## config.mk

```make
export PLATFORM = sky130hd
export DESIGN_NAME = distinct_draw_tracker
export DESIGN_NICKNAME = d
export VERILOG_FILES = /design/src/dtt_pkg.sv /design/src/dtt_cfg_regs.sv /design/src/dtt_trial.sv /design/src/distinct_draw_tracker.sv
export VERILOG_INCLUDE_DIRS = /design/src /design/src/src
export SDC_FILE = /design/constraint.sdc
export NUM_CORES = 1
export LEC_CHECK = 0
export BUFFER_PORTS_ARGS = -buffer_cell sky130_fd_sc_hd__buf_2
export CORE_MARGIN = 2
export CORE_UTILIZATION = 42
export CTS_CLUSTER_SIZE = 30
export DETAILED_ROUTE_END_ITERATION = 10
export PLACE_DENSITY = 0.58
export SLEW_MARGIN = 15
export SYNTH_ARGS = -nofsm -noshare
export SYNTH_HDL_FRONTEND = slang
export SYNTH_HIERARCHICAL = 1
export SYNTH_SLANG_ARGS = --single-unit
```

## constraint.sdc

```tcl
create_clock -name clk -period 5.35 [get_ports clk]
set_clock_uncertainty 0.2 [all_clocks]
set_input_delay 0.8025 -clock clk [delete_from_list [all_inputs] [get_ports clk]]
set_output_delay 0.8025 -clock clk [all_outputs]
set_load 0.01 [all_outputs]
```

## src/assert_macros.svh

```systemverilog
// Assertion macros shared by the tracker RTL.
// Plain text only; taken in by `include where assertions are written.
`ifndef ASSERT_MACROS_SVH
`define ASSERT_MACROS_SVH

// Clocked implication check, held off while reset is asserted.
`define ASSERT_CLK(label, clk, rst_n, prop, msg) \
    label: assert property (@(posedge clk) disable iff (!rst_n) (prop)) \
        else $error(msg);

// Clocked check that also runs during reset.
`define ASSERT_ALWAYS(label, clk, prop, msg) \
    label: assert property (@(posedge clk) (prop)) else $error(msg);

`endif

```

## src/dtt_pkg.sv

```systemverilog
// Shared types, constants and helpers for the distinct draw tracker.
// No dependencies; used by dtt_cfg_regs, dtt_trial and distinct_draw_tracker.
`default_nettype none

package dtt_pkg;

    localparam int MAX_ITEMS = 256;
    localparam int IDX_W     = $clog2(MAX_ITEMS);
    localparam int CNT_W     = 9;
    localparam int DRAW_W    = 16;
    localparam int APB_AW    = 3;
    localparam int APB_DW    = 32;

    // register index, taken from paddr[2]
    localparam logic REG_ITEM_COUNT = 1'b0;
    localparam logic REG_DRAW_LIMIT = 1'b1;

    localparam logic [CNT_W-1:0]  ITEM_COUNT_RST = CNT_W'(256);
    localparam logic [DRAW_W-1:0] DRAW_LIMIT_RST = DRAW_W'(5120);

    typedef struct packed {
        logic [CNT_W-1:0]  item_count;
        logic [DRAW_W-1:0] draw_limit;
    } cfg_t;

    typedef struct packed {
        logic              emit;
        logic [DRAW_W-1:0] total_draws;
        logic [CNT_W-1:0]  items_found;
        logic              trial_failed;
    } trial_res_t;

    // item_count clamped to the bitmap size
    function automatic logic [CNT_W-1:0] eff_count(input logic [CNT_W-1:0] item_count);
        logic [CNT_W-1:0] lim;
        lim = CNT_W'(MAX_ITEMS);
        return (item_count > lim) ? lim : item_count;
    endfunction

endpackage

`default_nettype wire

```

## src/dtt_cfg_regs.sv

```systemverilog
// APB-style configuration registers: item_count and draw_limit.
// Depends on dtt_pkg.
`default_nettype none

module dtt_cfg_regs (
    input  wire logic                        clk,
    input  wire logic                        rst_n,
    input  wire logic                        psel,
    input  wire logic                        penable,
    input  wire logic                        pwrite,
    input  wire logic [dtt_pkg::APB_AW-1:0]  paddr,
    input  wire logic [dtt_pkg::APB_DW-1:0]  pwdata,
    output logic      [dtt_pkg::APB_DW-1:0]  prdata,
    output logic                             pready,
    output dtt_pkg::cfg_t                    cfg
);

    dtt_pkg::cfg_t cfg_reg;
    dtt_pkg::cfg_t cfg_next;
    logic          wr_en;

    assign pready = 1'b1;
    assign wr_en  = psel && penable && pwrite;

    always_comb
    begin
        cfg_next = cfg_reg;
        if (wr_en)
        begin
            case (paddr[2])
                dtt_pkg::REG_ITEM_COUNT: cfg_next.item_count = pwdata[dtt_pkg::CNT_W-1:0];
                dtt_pkg::REG_DRAW_LIMIT: cfg_next.draw_limit = pwdata[dtt_pkg::DRAW_W-1:0];
                default: cfg_next = cfg_reg;
            endcase
        end
    end

    always_ff @(posedge clk or negedge rst_n)
    begin
        if (!rst_n)
        begin
            cfg_reg.item_count <= dtt_pkg::ITEM_COUNT_RST;
            cfg_reg.draw_limit <= dtt_pkg::DRAW_LIMIT_RST;
        end
        else
        begin
            cfg_reg <= cfg_next;
        end
    end

    always_comb
    begin
        case (paddr[2])
            dtt_pkg::REG_ITEM_COUNT:
                prdata = {{(dtt_pkg::APB_DW-dtt_pkg::CNT_W){1'b0}}, cfg_reg.item_count};
            dtt_pkg::REG_DRAW_LIMIT:
                prdata = {{(dtt_pkg::APB_DW-dtt_pkg::DRAW_W){1'b0}}, cfg_reg.draw_limit};
            default: prdata = '0;
        endcase
    end

    assign cfg = cfg_reg;

endmodule

`default_nettype wire

```

## src/dtt_trial.sv

```systemverilog
// Trial state: seen bitmap, distinct count and draw count, with end-of-trial check.
// Depends on dtt_pkg. Result is combinational from state and the staged draw.
`default_nettype none

module dtt_trial (
    input  wire logic                        clk,
    input  wire logic                        rst_n,
    input  dtt_pkg::cfg_t                    cfg,
    input  wire logic                        step,
    input  wire logic [dtt_pkg::IDX_W-1:0]   idx,
    output dtt_pkg::trial_res_t              res
);

    logic [dtt_pkg::MAX_ITEMS-1:0] seen_reg;
    logic [dtt_pkg::MAX_ITEMS-1:0] seen_next;
    logic [dtt_pkg::CNT_W-1:0]     found_reg;
    logic [dtt_pkg::CNT_W-1:0]     found_next;
    logic [dtt_pkg::DRAW_W-1:0]    draws_reg;
    logic [dtt_pkg::DRAW_W-1:0]    draws_next;

    logic [dtt_pkg::CNT_W-1:0]     eff;
    logic                          in_range;
    logic [dtt_pkg::CNT_W-1:0]     found_upd;
    logic [dtt_pkg::DRAW_W-1:0]    draws_upd;
    logic                          done;
    logic                          failed;

    always_comb
    begin
        eff       = dtt_pkg::eff_count(cfg.item_count);
        in_range  = {{(dtt_pkg::CNT_W-dtt_pkg::IDX_W){1'b0}}, idx} < eff;
        found_upd = seen_reg[idx] ? found_reg : found_reg + 1'b1;
        draws_upd = draws_reg + 1'b1;
        done      = found_upd >= eff;
        failed    = !done && (draws_upd >= cfg.draw_limit);

        res.emit         = in_range && (done || failed);
        res.total_draws  = draws_upd;
        res.items_found  = found_upd;
        res.trial_failed = failed;

        seen_next  = seen_reg;
        found_next = found_reg;
        draws_next = draws_reg;
        if (step && in_range)
        begin
            if (done || failed)
            begin
                // trial over: start the next one clean
                seen_next  = '0;
                found_next = '0;
                draws_next = '0;
            end
            else
            begin
                seen_next[idx] = 1'b1;
                found_next     = found_upd;
                draws_next     = draws_upd;
            end
        end
    end

    always_ff @(posedge clk or negedge rst_n)
    begin
        if (!rst_n)
        begin
            seen_reg  <= '0;
            found_reg <= '0;
            draws_reg <= '0;
        end
        else
        begin
            seen_reg  <= seen_next;
            found_reg <= found_next;
            draws_reg <= draws_next;
        end
    end

endmodule

`default_nettype wire

```

## src/distinct_draw_tracker.sv

```systemverilog
// Top level of the distinct draw tracker: input stage, trial core, result register.
// Depends on dtt_pkg, dtt_cfg_regs, dtt_trial and assert_macros.svh.
`default_nettype none

// Coupon-collector tracker. Each input beat carries one draw index; indices
// at or above item_count (clamped to 256) are dropped silently and do not
// count as draws. A trial ends when every item has been seen or the draw
// count reaches draw_limit; one result beat then reports the draws taken,
// the distinct items found and a failure flag, and the next trial starts
// clean. Finding the last item on the limiting draw counts as success.
// Rate: one draw per cycle. A beat is registered on acceptance and checked
// against the flop bitmap and counters when it advances out of the input
// stage; any result it closes is loaded into the output register as it
// advances, and that register drives out_valid. The input stage stalls only
// while a staged beat waits behind a result that sits unclaimed with
// out_ready low. Registers: item_count at address 0, draw_limit at address 4
// (decoded on paddr[2]); program them only while no beat is in flight.

`include "assert_macros.svh"

module distinct_draw_tracker (
    input  wire logic                        clk,
    input  wire logic                        rst_n,
    input  wire logic                        psel,
    input  wire logic                        penable,
    input  wire logic                        pwrite,
    input  wire logic [dtt_pkg::APB_AW-1:0]  paddr,
    input  wire logic [dtt_pkg::APB_DW-1:0]  pwdata,
    output logic      [dtt_pkg::APB_DW-1:0]  prdata,
    output logic                             pready,
    input  wire logic                        in_valid,
    output logic                             in_ready,
    input  wire logic [7:0]                  draw_index,
    output logic                             out_valid,
    input  wire logic                        out_ready,
    output logic      [15:0]                 total_draws,
    output logic      [8:0]                  items_found,
    output logic                             trial_failed
);

    dtt_pkg::cfg_t       cfg;
    dtt_pkg::trial_res_t res;

    // input stage
    logic                        s1_valid_reg;
    logic                        s1_valid_next;
    logic [dtt_pkg::IDX_W-1:0]   idx_reg;

    // result register
    logic                        res_valid_reg;
    logic                        res_valid_next;
    logic [dtt_pkg::DRAW_W-1:0]  total_reg;
    logic [dtt_pkg::CNT_W-1:0]   found_reg;
    logic                        failed_reg;

    logic                        advance;
    logic                        load_res;

    dtt_cfg_regs u_cfg (
        .clk     (clk),
        .rst_n   (rst_n),
        .psel    (psel),
        .penable (penable),
        .pwrite  (pwrite),
        .paddr   (paddr),
        .pwdata  (pwdata),
        .prdata  (prdata),
        .pready  (pready),
        .cfg     (cfg)
    );

    dtt_trial u_trial (
        .clk   (clk),
        .rst_n (rst_n),
        .cfg   (cfg),
        .step  (advance),
        .idx   (idx_reg),
        .res   (res)
    );

    // staged beat moves on whenever the result slot is free or draining
    assign advance  = s1_valid_reg && (!res_valid_reg || out_ready);
    assign in_ready = !s1_valid_reg || advance;
    assign load_res = advance && res.emit;

    always_comb
    begin
        s1_valid_next = s1_valid_reg;
        if (advance)
            s1_valid_next = 1'b0;
        if (in_valid && in_ready)
            s1_valid_next = 1'b1;

        res_valid_next = res_valid_reg;
        if (res_valid_reg && out_ready)
            res_valid_next = 1'b0;
        if (load_res)
            res_valid_next = 1'b1;
    end

    always_ff @(posedge clk or negedge rst_n)
    begin
        if (!rst_n)
        begin
            s1_valid_reg  <= 1'b0;
            res_valid_reg <= 1'b0;
        end
        else
        begin
            s1_valid_reg  <= s1_valid_next;
            res_valid_reg <= res_valid_next;
        end
    end

    // payload registers, no reset
    always_ff @(posedge clk)
    begin
        if (in_valid && in_ready)
            idx_reg <= draw_index;
        if (load_res)
        begin
            total_reg  <= res.total_draws;
            found_reg  <= res.items_found;
            failed_reg <= res.trial_failed;
        end
    end

    assign out_valid    = res_valid_reg;
    assign total_draws  = total_reg;
    assign items_found  = found_reg;
    assign trial_failed = failed_reg;

    // a result always covers at least one draw
    `ASSERT_CLK(a_draws_nonzero, clk, rst_n,
        out_valid |-> (total_draws != '0), "result with zero draws")

    // a completed trial reached the clamped item count; a count carried over
    // from a larger item_count may already sit above it
    `ASSERT_CLK(a_complete_count, clk, rst_n,
        (out_valid && !trial_failed) |->
            (items_found >= dtt_pkg::eff_count(cfg.item_count)),
        "completed trial short of the item count")

    // distinct items can never exceed draws
    `ASSERT_CLK(a_found_le_draws, clk, rst_n,
        out_valid |-> ({7'b0, items_found} <= total_draws), "found exceeds draws")

    // input stalls only behind a held beat that cannot move
    `ASSERT_ALWAYS(a_stall_cause,
        clk, !in_ready |-> (s1_valid_reg && res_valid_reg && !out_ready),
        "input stalled without cause")

endmodule

`default_nettype wire
```

==> impl_metrics.ini <==
[setup_path]
worstSetupPathType = reg -> reg
endpoint_kind = flip-flop
worstPathArrival_ns = 5.46
crit_chain = buf_12 -> buf_16 -> buf_12 -> mux4_2 -> mux2i_4 -> o22ai_2 -> o41ai_2 -> a21oi_2 -> o22ai_4 -> buf_12 -> mux2_2 -> ha_1 -> a21o_1 -> a21oi_2 -> o21ai_1 -> a2111oi_2 -> buf_4 -> o21a_4 -> buf_4 -> nor2_4 -> buf_12 -> clkbuf_16 -> nor2_1
start_kind = flip-flop
required_ns = 5.63
r2r_cells = 23
regToRegSetupSlack_ns = 0.17
crit_top_cell = buf_12
critPathMaxStageDelay_ns = 0.55
slowest_stage = mux4_2
r2r-start = idx_reg[0]$_DFFE_PP_
worstReg2RegEnd = u_trial/seen_reg[91]$_DFFE_PN0P_
critPathMaxFanout = 40

[synthesis]
syn_inst = 1474
synth_top_area_share_pct = 47.7
synth_seq_cells = 342
synthTopCellsByCount = dfrtp_1 (305), nor2_1 (289), a21oi_1 (274)
ys_seq_area_share_pct = 54.6
ys_top_cells_by_area = dfrtp_1 (48%), a21oi_1 (8.6%), mux4_2 (7.6%)
syn_area_sq_um = 16000
async_flop_share_pct = 90.1
synth_flop_cell = dfrtp_1
netlist-cell-type-count = 62
synth_most_common_cell = dfrtp_1
syn_avg_cell_area_sq_um = 10.9
yosysTopAreaCell = dfrtp_1
ys_warn_count = 6
synth_edf_count = 34

[final_layout]
fin_area_sq_um = 19200
n_fill_cell = 3381
area_delta_synth_final_pct = 19.9
multi_input_area_sq_um = 7000
drive_above_1_share_pct = 25.3
antenna_cells = 0
largest_reg_flops = 256
fin_nets = 1665
layout.area.seq_sq_um = 8730

[routing]
ant_nets = 0
routedWlPerCell_um = 20.9
routed_wl_um = 44200
viasPerCell = 5.58
drc_errors = 0
vias = 11800
firstDrtPassIters = 5
drtIter0Drc = 888

[global_route]
grt_overflow = 0
grt_max_degree = 109
grt_pass1_wl_um = 67700
antenna_found_initial = 0
first_global_vias = 11500
track_usage_pct = 22.4

[sta]
min_period_over_period_pct = 96.9
setup_viol = 0
worst_slew_pin_slew_ns = 1.16
relSlewSlack_pct = 22.4
fmax_mhz = 193
fin_ws_ns = 0.167
maxSlewViolCount = 0
final-hold-violation-count = 0
period_needed_ns = 5.18
rsz0062_at_grt = true

[die]
die_height_um = 199
dieWidth_um = 199
dieArea_sq_um = 39700
rows = 71
io_pins = 111
start_util_pct = 42.6
core_area_sq_um = 37600

[run_status]
run_status = finished clean

[power]
p_leak_nw = 8.92
pwr_density_cell_nw_per_um2 = 387
vdd_drop_max_uv = 229

[cts]
cts_max_level = 2
insertion_delay_ns = 0.56
cts_buffers = 39
clock-sinks = 342
cts-root-buf = clkbuf_16
cts.path.max_buffers = 3
cts_tree = yes
clkTransAtPathRegs_ns = 0.06

[hold_path]
min_path_type = in -> async

[place]
placed_cell_area_sq_um = 17300
post-place-ws_ns = -0.0583
gp_congestion = 0.792
dp_hpwl_um = 27200
portBuffers = 75

[job]
drv_cap = 0
critical path, delay by kind of cell (launching register included):
kind / cells / cell delay, ns
AO/OA/AOI/OAI: 9 / 1.62
buffers and inverters: 8 / 1.29
multiplexers: 3 / 1.11
flip-flops: 1 / 0.37
adder cells (fa/ha/maj): 1 / 0.30
AND/OR/NAND/NOR: 2 / 0.17
per-layer routing:
metal,global-route usage (%),part of all wire (%)
met1,30.9,44
met2,36.6,48
met5,0,0
met4,7.24,2.4
met3,3.05,5.4
cells by family (layout without fill, tap and decap cells):
kind of cell | Yosys count | after routing | share of synthesized area (%)
and+or+nand+nor | 451 | 451 | 12.6
AOI/OAI and AO/OA | 364 | 364 | 12.6
DFF | 342 | 342 | 54.6
buffers and inverters | 141 | 259 | 4.20
muxes | 118 | 118 | 12.2
adders and majority gates | 34 | 34 | 2.66
xor gates and xnor gates | 22 | 22 | 1.20
other | 2 | 17 | 0.0469
area by class of cell:
cell class | count | share of cell area [%]
Clock buffer | 60 | 6.29
Clock inverter | 7 | 0.443
Inverter | 25 | 0.489
Multi-Input combinational cell | 1006 | 36.5
Sequential cell | 342 | 45.5
Tap cell | 511 | 3.33
Timing Repair Buffer | 167 | 7.43
how the worst max path moves through the flow:
stage	start	end	slack (ns)	cells past startpoint
3_5_place_dp	idx_reg[0]$_DFFE_PP_	u_trial/seen_reg[245]$_DFFE_PN0P_	-0.06	21
4_1_cts	idx_reg[0]$_DFFE_PP_	u_trial/seen_reg[245]$_DFFE_PN0P_	0.01	21
6_report	idx_reg[0]$_DFFE_PP_	u_trial/seen_reg[91]$_DFFE_PN0P_	0.17	23
2_1_floorplan	idx_reg[0]$_DFFE_PP_	u_trial/draws_reg[11]$_DFFE_PN0P_	0.19	20
3_3_place_gp	idx_reg[0]$_DFFE_PP_	u_trial/found_reg[7]$_DFFE_PN0P_	0.007	20
5_1_grt	idx_reg[2]$_DFFE_PP_	u_trial/seen_reg[56]$_DFFE_PN0P_	-0.05	24
through the flow:
step	hold slack, ns	power (mW)	instances	util [%]	setup TNS [ns]
finish	0.0418	7.43	2118	51.1	0
global route	0.134	7.79	2118	51.1	-2.68
CTS	0.128	7.31	2106	49.8	0
detailed placement	0.278	4.58	2036	46.2	-1.04
global placement	0.271	4.56	2036	46.2	0
floorplan	0.255	3.95	1489	-	0
placed cells by master (no fill, tap or decap), types with 31 or more instances in the layout:
cell and n:
mux2_2 31, mux4_2 54, nand2_1 47, dfrtp_1 305, nor2_1 254, a21oi_1 272
nor2_2 32, edfxtp_1 34, buf_2 74, ha_1 34, buf_4 67, clkbuf_16 46
report_power, final:
part	leakage (nW)	total, mW	internal, mW	switching, mW
combinational	3.73	1.74	0.673	1.06
sequential	4.55	3.00	2.86	0.141
clock	0.642	2.69	1.64	1.05
what timing repair did:
| action | CTS | global route |
|---|---|---|
| hold buffers | 0 | 0 |
| setup buffers | 2 | 8 |
| resized for setup | 3 | 68 |
| pin swaps | 0 | 7 |
| gates cloned | 1 | 5 |
| setup endpoints to repair | 242 | 306 |
No activity file was read; power rests on OpenSTA's default activity.
